[src/rtl/core/reqb_pkg.sv]
// ----------------------------------------------------------------------------
// reqb_pkg: shared types and constants
// Opcodes, register indexes, reset values and the switch qualifier
// interface types used by the rotary encoder and button qualifier.
// ----------------------------------------------------------------------------
package reqb_pkg;

	localparam int OP_W    = 3;
	localparam int REG_W   = 8;
	localparam int IDX_W   = 2;
	localparam int FTURN_W = 8;
	localparam int TURN_W  = 9;

	typedef enum logic [OP_W-1:0] {
		OP_TICK        = 3'd0,
		OP_READ        = 3'd1,
		OP_READ_NORM   = 3'd2,
		OP_FORCE_CLICK = 3'd3,
		OP_FORCE_TURNS = 3'd4
	} op_t;

	typedef enum logic [IDX_W-1:0] {
		REG_SAMPLE_INTERVAL = 2'd0,
		REG_RELEASE_HOLDOFF = 2'd1,
		REG_MIN_PRESS       = 2'd2
	} reg_idx_t;

	localparam logic [REG_W-1:0] SAMPLE_INTERVAL_RST = 8'd2;
	localparam logic [REG_W-1:0] RELEASE_HOLDOFF_RST = 8'd100;
	localparam logic [REG_W-1:0] MIN_PRESS_RST       = 8'd20;
	localparam logic [REG_W-1:0] MS_MAX              = 8'd255;

	// One millisecond step for the switch qualifier.
	typedef struct packed {
		logic tick;
		logic released;
	} sw_cmd_t;

	typedef struct packed {
		logic [REG_W-1:0] release_holdoff;
		logic [REG_W-1:0] min_press;
	} sw_cfg_t;

	function automatic logic [REG_W-1:0] sat_inc(input logic [REG_W-1:0] v);
		sat_inc = (v == MS_MAX) ? v : v + REG_W'(1);
	endfunction

endpackage

[src/rtl/core/reqb_in_if.sv]
// ----------------------------------------------------------------------------
// reqb_in_if: input item channel
// Valid/ready channel carrying one command item.
// ----------------------------------------------------------------------------
interface reqb_in_if;
	logic              valid;
	logic              ready;
	logic [2:0]        opcode;
	logic              line_a;
	logic              line_b;
	logic              switch_level;
	logic              force_click_value;
	logic signed [7:0] force_turn_value;

	modport source (
		output valid, opcode, line_a, line_b, switch_level,
		       force_click_value, force_turn_value,
		input  ready
	);
	modport sink (
		input  valid, opcode, line_a, line_b, switch_level,
		       force_click_value, force_turn_value,
		output ready
	);
endinterface

[src/rtl/core/reqb_out_if.sv]
// ----------------------------------------------------------------------------
// reqb_out_if: result channel
// Valid/ready channel carrying one read result.
// ----------------------------------------------------------------------------
interface reqb_out_if;
	logic              valid;
	logic              ready;
	logic signed [8:0] turn_total;
	logic              click_count;

	modport source (
		output valid, turn_total, click_count,
		input  ready
	);
	modport sink (
		input  valid, turn_total, click_count,
		output ready
	);
endinterface

[src/rtl/core/reqb_switch.sv]
// ----------------------------------------------------------------------------
// reqb_switch: push switch click qualifier
// Times presses of the active-low switch and flags a click on a qualified
// release, with a holdoff between release checks.
// ----------------------------------------------------------------------------
module reqb_switch (
	input  logic              clk,
	input  logic              arst_n,
	input  reqb_pkg::sw_cmd_t cmd,
	input  reqb_pkg::sw_cfg_t cfg,
	output logic              click
);
	import reqb_pkg::*;

	logic             press_active_q;
	logic [REG_W-1:0] press_ms_q;
	logic [REG_W-1:0] since_check_q;

	logic             press_active_d;
	logic [REG_W-1:0] press_ms_d;
	logic [REG_W-1:0] since_check_d;
	logic [REG_W-1:0] press_ms_inc;
	logic [REG_W-1:0] since_check_inc;

	always_comb begin
		press_ms_inc    = press_active_q ? sat_inc(press_ms_q) : press_ms_q;
		since_check_inc = sat_inc(since_check_q);
		press_active_d  = press_active_q;
		press_ms_d      = press_ms_q;
		since_check_d   = since_check_q;
		click           = 1'b0;
		if (cmd.tick) begin
			press_ms_d    = press_ms_inc;
			since_check_d = since_check_inc;
			if (!cmd.released) begin
				if (!press_active_q) begin
					press_active_d = 1'b1;
					press_ms_d     = '0;
				end
			end else if (since_check_inc > cfg.release_holdoff) begin
				since_check_d = '0;
				if (press_active_q && press_ms_inc >= cfg.min_press) begin
					click          = 1'b1;
					press_active_d = 1'b0;
					press_ms_d     = '0;
				end
			end
		end
	end

	always_ff @(posedge clk or negedge arst_n) begin
		if (!arst_n) begin
			press_active_q <= 1'b0;
			press_ms_q     <= '0;
			since_check_q  <= '0;
		end else begin
			press_active_q <= press_active_d;
			press_ms_q     <= press_ms_d;
			since_check_q  <= since_check_d;
		end
	end

endmodule

[src/rtl/core/rotary_encoder_button_qualifier_unit.sv]
// ----------------------------------------------------------------------------
// rotary_encoder_button_qualifier_unit: encoder decoder and click qualifier
// Decodes a quadrature encoder sampled on millisecond ticks and qualifies
// clicks of an active-low push switch; reads return turns and click.
// ----------------------------------------------------------------------------
// Usage:
// Items arrive on the "item" channel; each transfer carries an opcode. A tick
// stands for one millisecond and carries the encoder lines and the switch
// level. A read or normalized read produces exactly one transfer on the
// "result" channel; ticks and force items produce none.
// An accepted item lands in the input stage register and is executed from
// there; a read result passes through the input stage and then the result
// register before it is presented on the result channel. One item is taken
// per cycle while the item channel asserts ready; the input stage and the
// result register form a two-deep path, so a full result register does not
// block ticks or forces, and a read waits in the input stage only while the
// previous result is unclaimed.
// While the receiver stalls with a result held and a read waiting, the
// item channel deasserts ready. Configuration writes through cfg_wr_en,
// cfg_index and cfg_data take effect on the next clock edge; writes to an
// unused index are ignored. Reset clears all counters, sums and flags and
// loads the register reset values (interval 2, holdoff 100, min press 20).
// ----------------------------------------------------------------------------
module rotary_encoder_button_qualifier_unit #(
	parameter int SAMPLES_PER_READ = 16
) (
	input  logic                         clk,
	input  logic                         arst_n,
	reqb_in_if.sink                      item,
	reqb_out_if.source                   result,
	input  logic                         cfg_wr_en,
	input  logic [reqb_pkg::IDX_W-1:0]   cfg_index,
	input  logic [reqb_pkg::REG_W-1:0]   cfg_data
);
	import reqb_pkg::*;

	// Sample counter must hold SAMPLES_PER_READ itself. The turn sum never
	// exceeds half the per-read sample limit, rounded up, in magnitude.
	localparam int CNT_W     = $clog2(SAMPLES_PER_READ + 1);
	localparam int SUM_MAX   = (SAMPLES_PER_READ + 1) / 2;
	localparam int TSUM_W    = $clog2(SUM_MAX + 1) + 1;

	// Configuration registers.
	logic [REG_W-1:0] sample_interval_q;
	logic [REG_W-1:0] release_holdoff_q;
	logic [REG_W-1:0] min_press_q;

	always_ff @(posedge clk or negedge arst_n) begin
		if (!arst_n) begin
			sample_interval_q <= SAMPLE_INTERVAL_RST;
			release_holdoff_q <= RELEASE_HOLDOFF_RST;
			min_press_q       <= MIN_PRESS_RST;
		end else if (cfg_wr_en) begin
			case (cfg_index)
				REG_SAMPLE_INTERVAL: sample_interval_q <= cfg_data;
				REG_RELEASE_HOLDOFF: release_holdoff_q <= cfg_data;
				REG_MIN_PRESS:       min_press_q       <= cfg_data;
				default: ;
			endcase
		end
	end

	// Input stage register. The payload is captured on every transfer.
	logic                     valid_s1;
	logic [OP_W-1:0]          opcode_s1;
	logic                     line_a_s1;
	logic                     line_b_s1;
	logic                     switch_level_s1;
	logic                     force_click_s1;
	logic signed [FTURN_W-1:0] force_turn_s1;

	logic is_tick, is_read, is_norm, is_fclick, is_fturn;
	logic out_free;
	logic advance;

	always_comb begin
		is_tick   = 1'b0;
		is_read   = 1'b0;
		is_norm   = 1'b0;
		is_fclick = 1'b0;
		is_fturn  = 1'b0;
		case (opcode_s1)
			OP_TICK:        is_tick   = 1'b1;
			OP_READ:        is_read   = 1'b1;
			OP_READ_NORM: begin
				is_read = 1'b1;
				is_norm = 1'b1;
			end
			OP_FORCE_CLICK: is_fclick = 1'b1;
			OP_FORCE_TURNS: is_fturn  = 1'b1;
			default: ;
		endcase
	end

	// A read only moves on when the result register is empty or being drained;
	// every other kind of item executes immediately.
	assign out_free   = !result.valid || result.ready;
	assign advance    = valid_s1 && (!is_read || out_free);
	assign item.ready = !valid_s1 || advance;

	always_ff @(posedge clk or negedge arst_n) begin
		if (!arst_n) begin
			valid_s1 <= 1'b0;
		end else if (item.ready) begin
			valid_s1 <= item.valid;
		end
	end

	always_ff @(posedge clk) begin
		if (item.valid && item.ready) begin
			opcode_s1       <= item.opcode;
			line_a_s1       <= item.line_a;
			line_b_s1       <= item.line_b;
			switch_level_s1 <= item.switch_level;
			force_click_s1  <= item.force_click_value;
			force_turn_s1   <= item.force_turn_value;
		end
	end

	// Encoder sampling and turn accumulation.
	logic [REG_W-1:0]         since_sample_q;
	logic [CNT_W-1:0]         sample_count_q;
	logic signed [TSUM_W-1:0] turn_sum_q;
	logic                     armed_q;
	logic                     pending_click_q;
	logic signed [FTURN_W-1:0] forced_turns_q;

	logic                     do_tick;
	logic                     do_read;
	logic [REG_W-1:0]         since_sample_inc;
	logic                     sample_due;
	logic                     sample_take;
	logic                     click_set;

	assign do_tick          = advance && is_tick;
	assign do_read          = advance && is_read;
	assign since_sample_inc = sat_inc(since_sample_q);
	assign sample_due       = since_sample_inc >= sample_interval_q;
	assign sample_take      = do_tick && sample_due &&
	                          (sample_count_q < CNT_W'(SAMPLES_PER_READ));

	always_ff @(posedge clk or negedge arst_n) begin
		if (!arst_n) begin
			since_sample_q <= '0;
			sample_count_q <= '0;
			turn_sum_q     <= '0;
			armed_q        <= 1'b0;
		end else begin
			if (do_tick) begin
				since_sample_q <= sample_due ? '0 : since_sample_inc;
			end
			if (do_read) begin
				sample_count_q <= '0;
				turn_sum_q     <= '0;
			end else if (sample_take) begin
				sample_count_q <= sample_count_q + CNT_W'(1);
				// A count happens when the lines leave the both-high state;
				// line A still high means a positive step.
				if (line_a_s1 && line_b_s1) begin
					armed_q <= 1'b1;
				end else if (armed_q) begin
					armed_q    <= 1'b0;
					turn_sum_q <= turn_sum_q +
					              (line_a_s1 ? TSUM_W'(1) : {TSUM_W{1'b1}});
				end
			end
		end
	end

	// Switch qualifier.
	sw_cmd_t sw_cmd;
	sw_cfg_t sw_cfg;

	assign sw_cmd.tick            = do_tick;
	assign sw_cmd.released        = switch_level_s1;
	assign sw_cfg.release_holdoff = release_holdoff_q;
	assign sw_cfg.min_press       = min_press_q;

	reqb_switch u_switch (
		.clk    (clk),
		.arst_n (arst_n),
		.cmd    (sw_cmd),
		.cfg    (sw_cfg),
		.click  (click_set)
	);

	// Pending click and forced turns.
	always_ff @(posedge clk or negedge arst_n) begin
		if (!arst_n) begin
			pending_click_q <= 1'b0;
			forced_turns_q  <= '0;
		end else if (advance) begin
			if (is_read) begin
				pending_click_q <= 1'b0;
				forced_turns_q  <= '0;
			end else if (is_fclick) begin
				pending_click_q <= force_click_s1;
			end else if (is_fturn) begin
				forced_turns_q <= force_turn_s1;
			end else if (click_set) begin
				pending_click_q <= 1'b1;
			end
		end
	end

	// Read result: the sum of both turn sources, or just its sign.
	logic signed [TURN_W-1:0] total;
	logic signed [TURN_W-1:0] total_out;

	always_comb begin
		total = {{(TURN_W-TSUM_W){turn_sum_q[TSUM_W-1]}}, turn_sum_q} +
		        {{(TURN_W-FTURN_W){forced_turns_q[FTURN_W-1]}}, forced_turns_q};
		total_out = total;
		if (is_norm) begin
			if (total[TURN_W-1]) begin
				total_out = {TURN_W{1'b1}};
			end else if (total != '0) begin
				total_out = TURN_W'(1);
			end else begin
				total_out = '0;
			end
		end
	end

	// Result register.
	always_ff @(posedge clk or negedge arst_n) begin
		if (!arst_n) begin
			result.valid <= 1'b0;
		end else if (do_read) begin
			result.valid <= 1'b1;
		end else if (result.ready) begin
			result.valid <= 1'b0;
		end
	end

	always_ff @(posedge clk) begin
		if (do_read) begin
			result.turn_total  <= total_out;
			result.click_count <= pending_click_q;
		end
	end

	// Assertions.
	a_count_limit: assert property (@(posedge clk) disable iff (!arst_n)
		int'(sample_count_q) <= SAMPLES_PER_READ)
		else $error("sample count above per-read limit");

	a_sum_bound: assert property (@(posedge clk) disable iff (!arst_n)
		(int'(turn_sum_q) <= SUM_MAX) && (int'(turn_sum_q) >= -SUM_MAX))
		else $error("turn sum out of range");

	a_read_result: assert property (@(posedge clk) disable iff (!arst_n)
		do_read |=> result.valid)
		else $error("read did not produce a result");

	a_stall_cause: assert property (@(posedge clk) disable iff (!arst_n)
		!item.ready |-> (valid_s1 && is_read && result.valid && !result.ready))
		else $error("item channel stalled without a blocked read");

	a_read_clears: assert property (@(posedge clk) disable iff (!arst_n)
		do_read |=> (sample_count_q == '0) && !pending_click_q)
		else $error("read did not clear accumulated state");

endmodule
[src/flat_wrapper.sv]
// flat-port wrapper written by rule: the top's interface ports become plain ports
module rotary_encoder_button_qualifier_unit_flat import reqb_pkg::*;
#(
	parameter int SAMPLES_PER_READ = 16
)
  (clk, arst_n, cfg_wr_en, cfg_index, cfg_data, item_valid, item_opcode, item_line_a, item_line_b, item_switch_level, item_force_click_value, item_force_turn_value, item_ready, result_valid, result_turn_total, result_click_count, result_ready);
  reqb_in_if item_i ();
  reqb_out_if result_i ();
  input  logic clk;
  input  logic arst_n;
  input  logic cfg_wr_en;
  input  logic [reqb_pkg::IDX_W-1:0] cfg_index;
  input  logic [reqb_pkg::REG_W-1:0] cfg_data;
  input wire logic [$bits(item_i.valid)-1:0] item_valid;
  input wire logic [$bits(item_i.opcode)-1:0] item_opcode;
  input wire logic [$bits(item_i.line_a)-1:0] item_line_a;
  input wire logic [$bits(item_i.line_b)-1:0] item_line_b;
  input wire logic [$bits(item_i.switch_level)-1:0] item_switch_level;
  input wire logic [$bits(item_i.force_click_value)-1:0] item_force_click_value;
  input wire logic [$bits(item_i.force_turn_value)-1:0] item_force_turn_value;
  output wire logic [$bits(item_i.ready)-1:0] item_ready;
  output wire logic [$bits(result_i.valid)-1:0] result_valid;
  output wire logic [$bits(result_i.turn_total)-1:0] result_turn_total;
  output wire logic [$bits(result_i.click_count)-1:0] result_click_count;
  input wire logic [$bits(result_i.ready)-1:0] result_ready;
  assign item_i.valid = item_valid;
  assign item_i.opcode = item_opcode;
  assign item_i.line_a = item_line_a;
  assign item_i.line_b = item_line_b;
  assign item_i.switch_level = item_switch_level;
  assign item_i.force_click_value = item_force_click_value;
  assign item_i.force_turn_value = item_force_turn_value;
  assign item_ready = item_i.ready;
  assign result_valid = result_i.valid;
  assign result_turn_total = result_i.turn_total;
  assign result_click_count = result_i.click_count;
  assign result_i.ready = result_ready;
  rotary_encoder_button_qualifier_unit #(.SAMPLES_PER_READ(SAMPLES_PER_READ)) u_core (.clk(clk), .arst_n(arst_n), .item(item_i), .result(result_i), .cfg_wr_en(cfg_wr_en), .cfg_index(cfg_index), .cfg_data(cfg_data));
endmodule
[config.mk]
export PLATFORM = sky130hd
export DESIGN_NAME = rotary_encoder_button_qualifier_unit_flat
export DESIGN_NICKNAME = d
export VERILOG_FILES = /design/src/rtl/core/reqb_pkg.sv /design/src/rtl/core/reqb_in_if.sv /design/src/rtl/core/reqb_out_if.sv /design/src/rtl/core/reqb_switch.sv /design/src/rtl/core/rotary_encoder_button_qualifier_unit.sv /design/src/flat_wrapper.sv
export SDC_FILE = /design/constraint.sdc
export NUM_CORES = 1
export LEC_CHECK = 0
export BUFFER_PORTS_ARGS = -buffer_cell sky130_fd_sc_hd__buf_4
export CORE_AREA = 5 5 113 93
export CTS_BUF_LIST = sky130_fd_sc_hd__clkbuf_4 sky130_fd_sc_hd__clkbuf_8
export DETAILED_ROUTE_END_ITERATION = 7
export DIE_AREA = 0 0 118 98
export HOLD_SLACK_MARGIN = 0.06
export PLACE_DENSITY = 0.89
export SLEW_MARGIN = 20
export SYNTH_ARGS = -nofsm -noshare
export SYNTH_HDL_FRONTEND = slang
export SYNTH_SLANG_ARGS = --single-unit
[constraint.sdc]
create_clock -name clk -period 4.45 [get_ports clk]
set_input_delay 0.2225 -clock clk [delete_from_list [all_inputs] [get_ports clk]]
set_output_delay 0.2225 -clock clk [all_outputs]
set_load 0.01 [all_outputs]
==> results of run 1 <==
-- critical path: cells and delay by family (launching register included) --
kind	cells	cell delay, ns
AOI/OAI and AO/OA	3	1.08
xor gates and xnor gates	1	0.14
adders and majority gates	2	0.57
DFF	1	0.46
and+or+nand+nor	5	1.19
-- through the flow --
stage	setup slack, ns	total power, mW	instance area, sq um	cells
2_1_floorplan	1.52	1.52	5310	507
3_3_place_gp	1.28	1.65	5730	659
3_5_place_dp	1.01	1.71	5730	659
4_1_cts	0.970	2.41	6160	692
5_1_grt	0.698	2.55	6160	692
6_report	0.901	2.41	6160	692
-- logic make-up after synthesis --
group | synth area share, %
multiplexers | 5.37
AND/OR/NAND/NOR | 16.4
XOR/XNOR | 3.63
adder cells (fa/ha/maj) | 9.95
AO/OA/AOI/OAI | 13.4
flip-flops | 47.8
buffers and inverters | 3.49
-- flip-flops by register name, indices dropped and copies added (netlist names), 3 cells and up --
signal	cells
u_core.force_turn_s1	8
u_core.forced_turns_q	8
u_core.min_press_q	8
u_core.opcode_s1	3
u_core.release_holdoff_q	8
u_core.result.turn_total	9
u_core.sample_count_q	5
u_core.sample_interval_q	8
u_core.since_sample_q	8
u_core.turn_sum_q	5
u_core.u_switch.press_ms_q	8
u_core.u_switch.since_check_q	8
-- repair_timing --
action | in CTS | in global routing
gates resized for setup | 0 | 0
hold buffers | 17 | 0
endpoints found under the hold margin | 81 | 0
endpoints found under the setup margin | 0 | 0
-- layout by cell type, fill, tap and decap left out, types with 3 or more instances in the layout --
| cell | synthesis | final |
|---|---|---|
| sky130_fd_sc_hd__nor2_1 | 38 | 38 |
| sky130_fd_sc_hd__dfrtp_1 | 65 | 65 |
| sky130_fd_sc_hd__nand2b_1 | 5 | 5 |
| sky130_fd_sc_hd__xnor2_1 | 19 | 19 |
| sky130_fd_sc_hd__o21a_1 | 8 | 8 |
| sky130_fd_sc_hd__dfstp_2 | 6 | 6 |
| sky130_fd_sc_hd__nand2_1 | 38 | 38 |
| sky130_fd_sc_hd__a31oi_1 | 3 | 3 |
| sky130_fd_sc_hd__inv_1 | 36 | 36 |
| sky130_fd_sc_hd__a21o_1 | 3 | 3 |
| sky130_fd_sc_hd__o21ai_1 | 29 | 29 |
| sky130_fd_sc_hd__a21oi_1 | 25 | 25 |
| sky130_fd_sc_hd__xor2_1 | 3 | 3 |
| sky130_fd_sc_hd__mux2i_1 | 6 | 6 |
| sky130_fd_sc_hd__dlygate4sd3_1 | 0 | 17 |
| sky130_fd_sc_hd__nor3_1 | 10 | 10 |
| sky130_fd_sc_hd__mux2_2 | 9 | 9 |
| sky130_fd_sc_hd__mux2_1 | 11 | 11 |
| sky130_fd_sc_hd__and3_1 | 7 | 7 |
| sky130_fd_sc_hd__o31ai_1 | 4 | 4 |
| sky130_fd_sc_hd__or2_1 | 3 | 3 |
| sky130_fd_sc_hd__bufinv_16 | 0 | 3 |
| sky130_fd_sc_hd__a211oi_1 | 4 | 4 |
| sky130_fd_sc_hd__clkbuf_8 | 0 | 10 |
| sky130_fd_sc_hd__a22o_1 | 10 | 10 |
| sky130_fd_sc_hd__edfxtp_1 | 25 | 25 |
| sky130_fd_sc_hd__buf_4 | 0 | 43 |
| sky130_fd_sc_hd__nand3_1 | 21 | 21 |
| sky130_fd_sc_hd__nand3b_1 | 4 | 4 |
| sky130_fd_sc_hd__ha_1 | 39 | 39 |
| sky130_fd_sc_hd__nor2b_1 | 6 | 6 |
| sky130_fd_sc_hd__a32o_1 | 5 | 5 |
| sky130_fd_sc_hd__nand4_1 | 18 | 18 |
| sky130_fd_sc_hd__and2_1 | 6 | 6 |
-- routing by layer --
metal | vias to the layer above | GRT usage (%) | wire length (um)
met3 | 23 | 4.86 | 615
met5 | - | 0 | 0
li1 | 1960 | - | -
met2 | 127 | 34.0 | 5550
met4 | 0 | 5.20 | 198
met1 | 1965 | 26.4 | 4870
-- path summary, 6_finish.rpt --
kind	from	end	slack, ns	cells past startpoint
setup / recovery	u_core.u_switch.press_ms_q[0]	u_core.u_switch.press_ms_q[2]	0.90	11
hold / removal	cfg_data[4]	u_core.sample_interval_q[4]	0.08	3
setup reg to reg	u_core.u_switch.press_ms_q[0]	u_core.u_switch.press_ms_q[2]	0.90	11
hold reg to reg	u_core.sample_interval_q[0]	u_core.sample_interval_q[0]	0.51	1
max in group asynchronous	arst_n	u_core.since_sample_q[2]	3.36	2
min in group asynchronous	arst_n	u_core.turn_sum_q[4]	0.54	2
-- layout make-up --
| class | count | area, sq um | share of cell area (%) |
|---|---|---|---|
| Multi-Input combinational cell | 364 | 2590 | 42.0 |
| Sequential cell | 96 | 2530 | 41.2 |
| Clock buffer | 10 | 138 | 2.24 |
| Clock inverter | 6 | 115 | 1.87 |
| Tap cell | 119 | 149 | 2.42 |
| Inverter | 37 | 139 | 2.26 |
| Timing Repair Buffer | 60 | 493 | 8.01 |
-- power by group through the flow --
stage | clock network, mW | logic, mW | registers (mW)
floorplan | 0 | 0.411 | 1.11
global placement | 0 | 0.522 | 1.13
detailed placement | 0 | 0.570 | 1.14
CTS | 0.706 | 0.588 | 1.12
global route | 0.742 | 0.673 | 1.14
finish | 0.701 | 0.589 | 1.12
==> results.json, run 1 <==
{
  "status": "complete, no violations",
  "synth_flop_cell": "sky130_fd_sc_hd__dfrtp_1",
  "synth_largest_type_area_fraction_pct": 30.6,
  "post_syn_instances": 507,
  "crit_slowest_cell": "sky130_fd_sc_hd__dfrtp_1",
  "io-pin-count": 42,
  "drt_iter0_drc": 311,
  "irDropWorstVdd_mv": 0.313,
  "fin_tns_setup_ns": 0,
  "number_of_setup_violations_in_the_final_report": 0,
  "fillers": 685,
  "drt_first_pass_iters": 5,
  "synth-edff-count": 25,
  "combinationalPowerShare_pct": 24.4,
  "timing.critical_path.cells": "ha_1 > nand2_1 > o31a_1 > nand4_1 > or2_1 > xnor2_1 > ha_1 > nand4_1 > o31ai_1 > nand4_1 > a32o_1",
  "seqPwrFrac_pct": 46.5,
  "syn_avg_cell_area_sq_um": 10.5,
  "cts_made_buffers": 9,
  "utilization_pct": 65.7,
  "worst_slew_pin_slew_ns": 0.872,
  "maxSlewHeadroom_pct": 41.9,
  "post_route_cells_drive_above_1_share_pct": 14.5,
  "core_region_area_sq_mm": 0.00937,
  "slew_viol_final": 0,
  "timing.hold.worst.class": "in -> reg",
  "most_frequent_cp_cell": "sky130_fd_sc_hd__nand4_1",
  "setup_fix_buffers_added_after_clock_tree_synthesis": 0,
  "tritoncts_clock_tree": "yes",
  "globalplace.congestion": 0.899,
  "average_via_count_per_standard_cell": 5.89,
  "static-leakage-power_nw": 2.76,
  "grt_start_max_net_pins": 72,
  "clock_latency_ns": 0.38,
  "htreeDepth": 3,
  "warnings_from_yosys": 0,
  "antennaDiodeCount": 0,
  "routed_wirelength_mm": 11.2,
  "drcViolationCount": 0,
  "power.clock.fraction_pct": 29.1,
  "synth_cell_types": 57,
  "asyncSetResetFlopFracSynth_pct": 74.0,
  "rsz0062_at_grt": "false",
  "critical_path.endpoint_type": "flop",
  "yosys-top-cells-count": "sky130_fd_sc_hd__dfrtp_1 (65), sky130_fd_sc_hd__ha_1 (39), sky130_fd_sc_hd__nand2_1 (38), sky130_fd_sc_hd__nor2_1 (38), sky130_fd_sc_hd__inv_1 (36)",
  "wl_per_instance_um": 16.2,
  "clkTransAtPathRegs_ns": 0.10,
  "layout_area_overhead_pct": 16.0,
  "max-clock-path-buffers": 2,
  "mappedNetlistNets": 578,
  "finish.net_count": 639,
  "timing.final.hold_violations": 0,
  "design.die.area_sq_mm": 0.0116,
  "grt_use_total_pct": 20.2,
  "net_switching_share_of_the_total_power_pct": 30.3,
  "cp_max_fo": 7,
  "place_hpwl_mm": 8.25,
  "timing.clock.skew_ns": 0.0128,
  "cell_internal_pwr_mw": 1.68,
  "worst_ep_arrival_time_ns": 3.80,
  "rows": 32,
  "synth_top_cell_by_area": "sky130_fd_sc_hd__dfrtp_1",
  "yosys-top-cells-area": "sky130_fd_sc_hd__dfrtp_1 (31%), sky130_fd_sc_hd__edfxtp_1 (14%), sky130_fd_sc_hd__ha_1 (9.2%)",
  "power_density_mw_per_mm2": 392,
  "synth_area_sq_mm": 0.00531,
  "cts_sinks": 96,
  "achievable-frequency_ghz": 0.282,
  "number_of_antenna_violations_at_the_first_check_in_global_routing": 0,
  "global_route_wire_length_before_repair_mm": 19.2,
  "synth_seq_area_share_pct": 47.8,
  "die-width_um": 118,
  "setup.worst_path.class": "reg -> reg",
  "grt_overflow_total": 0,
  "die_h_um": 98,
  "whs_ns": 0.0764,
  "numPortBuffers": 41,
  "route.vias.total": 4075,
  "min_period_over_period_pct": 79.8,
  "layout_min_cycle_time_ns": 3.55,
  "drt.antenna.violating_nets": 0,
  "cp_slowest_stage_delay_ns": 0.46,
  "yosysMostFrequentCell": "sky130_fd_sc_hd__dfrtp_1",
  "initial_utilization_pct": 56.7,
  "timing.critical_path.required_ns": 4.70,
  "critical_path.startpoint_type": "flop",
  "clk_root_buffer_cell": "sky130_fd_sc_hd__clkbuf_8",
  "switchingPower_uw": 730,
  "via_count_of_the_first_global_routing_pass": 4045,
  "cap_violations": 0,
  "synth-seq-cells": 96
}
No activity file was read; power rests on OpenSTA's default activity.
==> run 2: changes to the inputs <==
--- a/config.mk
+++ b/config.mk
@@ -5,13 +5,14 @@
 export SDC_FILE = /design/constraint.sdc
 export NUM_CORES = 1
 export LEC_CHECK = 0
+export ABC_AREA = 1
 export BUFFER_PORTS_ARGS = -buffer_cell sky130_fd_sc_hd__buf_4
-export CORE_AREA = 5 5 113 93
+export CORE_AREA = 5 5 117 97
 export CTS_BUF_LIST = sky130_fd_sc_hd__clkbuf_4 sky130_fd_sc_hd__clkbuf_8
 export DETAILED_ROUTE_END_ITERATION = 7
-export DIE_AREA = 0 0 118 98
+export DIE_AREA = 0 0 122 102
 export HOLD_SLACK_MARGIN = 0.06
-export PLACE_DENSITY = 0.89
+export PLACE_DENSITY = 0.9
 export SLEW_MARGIN = 20
 export SYNTH_ARGS = -nofsm -noshare
 export SYNTH_HDL_FRONTEND = slang
==> constraint.sdc (replaced) <==
create_clock -name clk -period 3.1 [get_ports clk]
set_input_delay 0.155 -clock clk [delete_from_list [all_inputs] [get_ports clk]]
set_output_delay 0.155 -clock clk [all_outputs]
set_load 0.01 [all_outputs]
==> run 2 against run 1 <==
Compared with the run above:
- highest routed layer unchanged
- worst setup slack got worse by 0.63 ns
- combinational power increased by 130%
- sequential cell count unchanged
- synthesized cell count increased by 31%
- via count increased by 14%
- routed wire length increased by 9.7%
- clock skew decreased by 0.00074 ns
- largest cell class unchanged
- maximum frequency increased by 25%
- synthesized area increased by 4.9%
- register-to-register slack got worse by 0.63 ns
==> results.json, run 2 <==
{
  "status": "complete, no violations",
  "via_count_of_the_first_global_routing_pass": 4678,
  "synth_flop_cell": "sky130_fd_sc_hd__dfrtp_1",
  "route.vias.total": 4661,
  "maxSlewHeadroom_pct": 41.5,
  "post_route_cells_drive_above_1_share_pct": 13.5,
  "setup.worst_path.class": "reg -> reg",
  "max-clock-path-buffers": 2,
  "synth.area.mux_share_pct": 0,
  "hold-path-cell-count": 3,
  "synth_cell_types": 41,
  "die_h_um": 102,
  "synth-edff-count": 25,
  "yosys-top-cells-area": "sky130_fd_sc_hd__dfrtp_1 (29%), sky130_fd_sc_hd__edfxtp_1 (13%), sky130_fd_sc_hd__nand2_1 (11%)",
  "io-pin-count": 42,
  "routed_wirelength_mm": 12.3,
  "crit_slowest_cell": "sky130_fd_sc_hd__dfrtp_1",
  "fillers": 742,
  "worst_slew_pin_slew_ns": 0.878,
  "rr_worst_depth": 15,
  "number_of_setup_violations_in_the_final_report": 0,
  "largest_register_ffs": 9,
  "clock_latency_ns": 0.38,
  "worst_ep_arrival_time_ns": 3.15,
  "dominant_combinational_cell_family_by_area_after_synthesis": "simple AND/OR/NAND/NOR gates",
  "grt_overflow_total": 0,
  "irDropWorstVdd_mv": 0.319,
  "synth-seq-cells": 96,
  "synth-adder-area-share_pct": 9.48,
  "critical_path.endpoint_type": "flop",
  "warnings_from_yosys": 0,
  "yosys-top-cells-count": "sky130_fd_sc_hd__nand2_1 (158), sky130_fd_sc_hd__inv_1 (109), sky130_fd_sc_hd__dfrtp_1 (65)",
  "mappedNetlistNets": 735,
  "layout_min_cycle_time_ns": 2.83,
  "wl_per_instance_um": 14.1,
  "finish.net_count": 797,
  "grt_util_met3_pct": 3.93,
  "most_frequent_cp_cell": "sky130_fd_sc_hd__nand2_1",
  "synth_top_cell_by_area": "sky130_fd_sc_hd__dfrtp_1",
  "asyncSetResetFlopFracSynth_pct": 74.0,
  "fin_tns_setup_ns": 0,
  "numPortBuffers": 41,
  "yosys.area_share.simple_pct": 22.9,
  "cp_slowest_stage_delay_ns": 0.44,
  "die-width_um": 122,
  "drt_iter0_drc": 377,
  "timing.hold.worst.class": "in -> reg",
  "rsz0062_at_grt": "false",
  "rows": 33,
  "synth_seq_area_share_pct": 45.5,
  "slew_viol_final": 0,
  "syn_avg_cell_area_sq_um": 8.39,
  "post-route-cell-area_sq_mm": 0.00640,
  "stdcell_count": 871,
  "layout_area_overhead_pct": 14.9,
  "top_register": "u_core.result.turn_total",
  "whs_ns": 0.0911,
  "dpl_cell_area_sq_mm": 0.00600,
  "synth_compound_gate_area_share_pct": 10.3,
  "xor_xnor_portion_of_the_synthesized_cell_area_pct": 3.15,
  "design.die.area_sq_mm": 0.0124,
  "timing.clock.skew_ns": 0.0121,
  "tritoncts_clock_tree": "yes",
  "drt_first_pass_iters": 6,
  "initial_utilization_pct": 55.5,
  "synth_area_sq_mm": 0.00557,
  "globalplace.congestion": 0.851,
  "critical_path.startpoint_type": "flop",
  "cts_sinks": 96,
  "gr-max-usage-layer": "met2",
  "antennaDiodeCount": 0,
  "clk_root_buffer_cell": "sky130_fd_sc_hd__clkbuf_8",
  "htreeDepth": 3,
  "timing.final.hold_violations": 0,
  "static-leakage-power_nw": 3.30,
  "timing.critical_path.required_ns": 3.42,
  "place_hpwl_mm": 8.91,
  "power_density_mw_per_mm2": 608,
  "cts_made_buffers": 9,
  "cp_max_fo": 9,
  "timing.critical_path.cells": "ha_1 > nand4_1 > nor2_1 > nand2_1 > o21ai_1 > ha_1 > a21oi_1 > o21ai_0 > nand2_1 > nand3_1 > nand2_4 > nand2_2 > nand2_2 > nand2_1 > nand2_1",
  "drcViolationCount": 0,
  "grt_start_max_net_pins": 72,
  "achievable-frequency_ghz": 0.353,
  "layout.cells.most_common_list": "sky130_fd_sc_hd__nand2_1 (156), sky130_fd_sc_hd__inv_1 (109), sky130_fd_sc_hd__dfrtp_1 (64), sky130_fd_sc_hd__nand3_1 (52), sky130_fd_sc_hd__o21ai_0 (48)",
  "yosysMostFrequentCell": "sky130_fd_sc_hd__nand2_1",
  "number_of_antenna_violations_at_the_first_check_in_global_routing": 0,
  "drt.antenna.violating_nets": 0,
  "cap_violations": 0,
  "grt_use_total_pct": 20.7,
  "min_period_over_period_pct": 91.4,
  "final_common_cell": "sky130_fd_sc_hd__nand2_1",
  "grt.met1_usage_pct": 25.6,
  "groute.layer.met2.usage_pct": 36.7,
  "synth_largest_type_area_fraction_pct": 29.2,
  "post_syn_instances": 664,
  "core_region_area_sq_mm": 0.0100,
  "clkTransAtPathRegs_ns": 0.10,
  "average_via_count_per_standard_cell": 5.35,
  "global_route_wire_length_before_repair_mm": 20.8,
  "place.detailed.instances": 835
}
-- run 2: changes by cell type after synthesis, moves of 8 or more --
cell                      delta
sky130_fd_sc_hd__a22o_1     -10
sky130_fd_sc_hd__inv_1      +73
sky130_fd_sc_hd__mux2_1     -11
sky130_fd_sc_hd__mux2_2      -9
sky130_fd_sc_hd__nand2_1   +120
sky130_fd_sc_hd__nand3_1    +31
sky130_fd_sc_hd__o21ai_0    +46
sky130_fd_sc_hd__o21ai_1    -22
sky130_fd_sc_hd__o21ai_2     +8
sky130_fd_sc_hd__xnor2_1    -14
sky130_fd_sc_hd__xor2_1     +12
-- run 2: power by group --
part | switching, mW | internal [mW]
Clock | 0.476 | 0.308
Sequential | 0.208 | 1.54
Combinational | 0.817 | 0.541
-- run 2: per-stage QoR --
stage	total power [mW]	setup WS [ns]	utilization [%]
6_report	3.89	0.266	63.8
5_1_grt	4.18	0.0105	63.8
4_1_cts	3.87	0.227	63.5
3_5_place_dp	3.05	0.244	59.8
3_3_place_gp	2.94	0.427	59.8
2_1_floorplan	2.69	0.497	-
-- run 2: logic make-up after synthesis --
logic type,Yosys count
xor+xnor,20
flops,96
buf+inv,124
simple gates,283
compound gates,100
fa+ha+maj,41
-- run 2: final cells by class --
type	instances	area [sq um]	area share, %
clock buffers	9	124	1.94
clock inverters	7	63.8	0.997
inverters	114	430	6.73
multi-input cells	444	2560	40.1
flip-flops and latches	96	2540	39.6
well taps	140	175	2.74
repair buffers	61	505	7.90
-- run 2: worst max-delay path, delay by kind of cell, from the launching register on --
kind | cells | cell delay [ns]
compound gates | 3 | 0.50
fa+ha+maj | 2 | 0.55
flops | 1 | 0.44
simple gates | 10 | 1.29
-- run 2: repair_timing --
action	CTS	global route
hold endpoints to repair	83	0
setup buffers	0	1
resized for setup	0	5
hold buffers	19	0
setup endpoints to repair	0	13
-- run 2: final timing paths --
check | to | start | slack (ns)
max in group asynchronous | u_core.u_switch.press_ms_q[0] | arst_n | 2.04
min | u_core.release_holdoff_q[5] | cfg_data[5] | 0.09
max | u_core.turn_sum_q[1] | u_core.since_sample_q[0] | 0.27
min in group asynchronous | u_core.min_press_q[1] | arst_n | 0.45
min reg2reg | u_core.sample_interval_q[6] | u_core.sample_interval_q[6] | 0.49
max reg2reg | u_core.turn_sum_q[1] | u_core.since_sample_q[0] | 0.27
-- run 2: routing by layer --
| metal | vias to the layer above | routed length (um) | part of all wire [%] |
|---|---|---|---|
| met3 | 34 | 647 | 5.3 |
| met2 | 175 | 6210 | 50 |
| met5 | - | 0 | 0 |
| met4 | 0 | 315 | 2.6 |
| met1 | 2180 | 5140 | 42 |
| li1 | 2272 | - | - |
==> run 3: changes to the inputs <==
--- a/config.mk
+++ b/config.mk
@@ -7,10 +7,12 @@
 export LEC_CHECK = 0
 export ABC_AREA = 1
 export BUFFER_PORTS_ARGS = -buffer_cell sky130_fd_sc_hd__buf_4
-export CORE_AREA = 5 5 117 97
+export CELL_PAD_IN_SITES_DETAIL_PLACEMENT = 0
+export CELL_PAD_IN_SITES_GLOBAL_PLACEMENT = 1
+export CORE_AREA = 5 5 134 110
 export CTS_BUF_LIST = sky130_fd_sc_hd__clkbuf_4 sky130_fd_sc_hd__clkbuf_8
 export DETAILED_ROUTE_END_ITERATION = 7
-export DIE_AREA = 0 0 122 102
+export DIE_AREA = 0 0 139 115
 export HOLD_SLACK_MARGIN = 0.06
 export PLACE_DENSITY = 0.9
 export SLEW_MARGIN = 20
==> run 3 against run 2 <==
Compared with the run above:
- sequential share of layout area fell by 0.75 points
- sequential power barely moved
- worst setup slack got worse by 0.020 ns
- cell count rose by 4.6%
- via count fell by 4.5%
- sequential cell count did not move
- utilization fell by 15 points
- clock skew fell by 0.0039 ns
- first-iteration DRC count fell by 23%
- highest routed layer unchanged
==> results.json, run 3 (synthesized netlist as in run 2, its figures left out) <==
{
  "post_route_cells_drive_above_1_share_pct": 13.5,
  "clkTransAtPathRegs_ns": 0.09,
  "layout_area_overhead_pct": 17.1,
  "cts_sinks": 96,
  "top_register": "u_core.result.turn_total",
  "grt_start_max_net_pins": 72,
  "die_h_um": 115,
  "drt.antenna.violating_nets": 0,
  "setup_fix_buffers_added_after_clock_tree_synthesis": 0,
  "critical_path.endpoint_type": "flop",
  "number_of_setup_violations_in_the_final_report": 0,
  "grt_overflow_total": 0,
  "number_of_antenna_violations_at_the_first_check_in_global_routing": 0,
  "irDropWorstVdd_mv": 0.288,
  "achievable-frequency_ghz": 0.350,
  "layout_min_cycle_time_ns": 2.85,
  "fillers": 1265,
  "setup.worst_path.class": "reg -> reg",
  "maxSlewHeadroom_pct": 39.5,
  "htreeDepth": 3,
  "worst_ep_arrival_time_ns": 3.13,
  "antennaDiodeCount": 0,
  "design.die.area_sq_mm": 0.0160,
  "io-pin-count": 42,
  "clk_root_buffer_cell": "sky130_fd_sc_hd__clkbuf_8",
  "cp_max_fo": 9,
  "timing.critical_path.required_ns": 3.38,
  "largest_register_ffs": 9,
  "fin_tns_setup_ns": 0,
  "globalplace.congestion": 0.876,
  "average_via_count_per_standard_cell": 4.89,
  "max-clock-path-buffers": 2,
  "timing.critical_path.cells": "ha_1 > nand2_1 > inv_1 > nand2_1 > nor2_1 > nand2_1 > nand2_1 > o21ai_1 > inv_1 > ha_1 > nand2_1 > nand3_1 > nand2_1 > nand2_1 > a21oi_1 > or2_2 > nand3_1 > nand2_1",
  "place_hpwl_mm": 8.45,
  "stdcell_count": 911,
  "min_period_over_period_pct": 92.1,
  "drt_iter0_drc": 290,
  "numPortBuffers": 41,
  "timing.final.hold_violations": 0,
  "timing.hold.worst.class": "in -> reg",
  "timing.clock.skew_ns": 0.00815,
  "cts_made_buffers": 9,
  "routed_wirelength_mm": 11.7,
  "layout_setup_ws_ns": 0.246,
  "final_common_cell": "sky130_fd_sc_hd__nand2_1",
  "crit_slowest_cell": "sky130_fd_sc_hd__dfrtp_2",
  "power_density_mw_per_mm2": 624,
  "via_count_of_the_first_global_routing_pass": 4474,
  "initial_utilization_pct": 41.8,
  "slew_viol_final": 0,
  "place.detailed.instances": 875,
  "static-leakage-power_nw": 3.34,
  "post-place-ws_ns": 0.264,
  "drt_first_pass_iters": 5,
  "finish.net_count": 797,
  "status": "complete, no violations",
  "critical_path.startpoint_type": "flop",
  "clock_latency_ns": 0.38,
  "tritoncts_clock_tree": "yes",
  "cap_violations": 0,
  "global_route_wire_length_before_repair_mm": 20.1,
  "route.vias.total": 4452,
  "worst_slew_pin_slew_ns": 0.908,
  "drcViolationCount": 0,
  "grt_use_total_pct": 15.4,
  "reg2reg_slack_ns": 0.25,
  "most_frequent_cp_cell": "sky130_fd_sc_hd__nand2_1",
  "layout.cells.most_common_list": "sky130_fd_sc_hd__nand2_1 (156), sky130_fd_sc_hd__inv_1 (109), sky130_fd_sc_hd__dfrtp_1 (64), sky130_fd_sc_hd__nand3_1 (52), sky130_fd_sc_hd__o21ai_0 (48)",
  "cp_slowest_stage_delay_ns": 0.45,
  "core_region_area_sq_mm": 0.0133,
  "die-width_um": 139,
  "rows": 38,
  "wl_per_instance_um": 12.8
}
[run 3: cell count changes in the layout (fill, tap and decap cells not counted), moves of 2 or more]
cell	previous run	this run
sky130_fd_sc_hd__bufinv_16	0	3
sky130_fd_sc_hd__clkbuf_8	9	11
sky130_fd_sc_hd__clkinv_4	2	0
sky130_fd_sc_hd__inv_8	2	0
[run 3: per-layer routing]
layer  routed length, um  vias up  part of all wire (%)  track usage, %
met5                   0        -                     0               0
met4                 205        0                   1.8            5.74
met3                 425       19                   3.6            3.99
met2                5580       78                    48            25.5
met1                5450     2081                    47            19.5
li1                    -     2274                     -               -
[run 3: path summary, 6_finish.rpt]
check	start	end	cells past startpoint
worst max-delay path	u_core.u_switch.press_ms_q[0]	u_core.u_switch.press_ms_q[1]	18
worst min-delay path	cfg_data[3]	u_core.sample_interval_q[3]	3
worst max register to register	u_core.u_switch.press_ms_q[0]	u_core.u_switch.press_ms_q[1]	18
worst min register to register	u_core.u_switch.press_ms_q[5]	u_core.u_switch.press_ms_q[5]	2
max in group asynchronous	arst_n	u_core.u_switch.press_ms_q[0]	2
min in group asynchronous	arst_n	u_core.u_switch.press_ms_q[7]	2
[run 3: what timing repair did]
| item | in CTS | in global routing |
|---|---|---|
| endpoints found under the setup margin | 0 | 12 |
| hold endpoints to repair | 84 | 0 |
| hold buffers | 20 | 0 |
| resized for setup | 0 | 5 |
[run 3: final cells by class]
type	instances	area (sq um)	area share, %
Clock inverter	5	103	1.57
Tap cell	180	225	3.45
Multi-Input combinational cell	444	2570	39.4
Inverter	114	430	6.60
Timing Repair Buffer	61	508	7.79
Sequential cell	96	2540	38.9
Clock buffer	11	151	2.32
[run 3: per-stage QoR]
step / hold WS (ns) / cell area [sq um] / total power, mW / utilization (%)
floorplan: -0.141 / 5570 / 2.69 / -
global placement: 0.333 / 6050 / 2.97 / 45.4
detailed placement: 0.334 / 6050 / 3.03 / 45.4
CTS: 0.0624 / 6500 / 4.10 / 48.8
global route: 0.0636 / 6520 / 4.41 / 49.0
finish: 0.0821 / 6520 / 4.07 / 49.0
[run 3: worst max-delay path: cells and delay by family (launching register included)]
kind                       cells  cell delay [ns]
and+or+nand+nor               12             1.36
adders and majority gates      2             0.53
DFF                            1             0.45
AOI/OAI and AO/OA              2             0.28
buffers and inverters          2             0.12
[run 3: where the power goes]
group | switching [mW] | leakage (nW) | internal, mW
sequential | 0.199 | 1.14 | 1.54
combinational | 0.773 | 2.07 | 0.535
clock | 0.448 | 0.126 | 0.578
total | 1.42 | 3.34 | 2.65
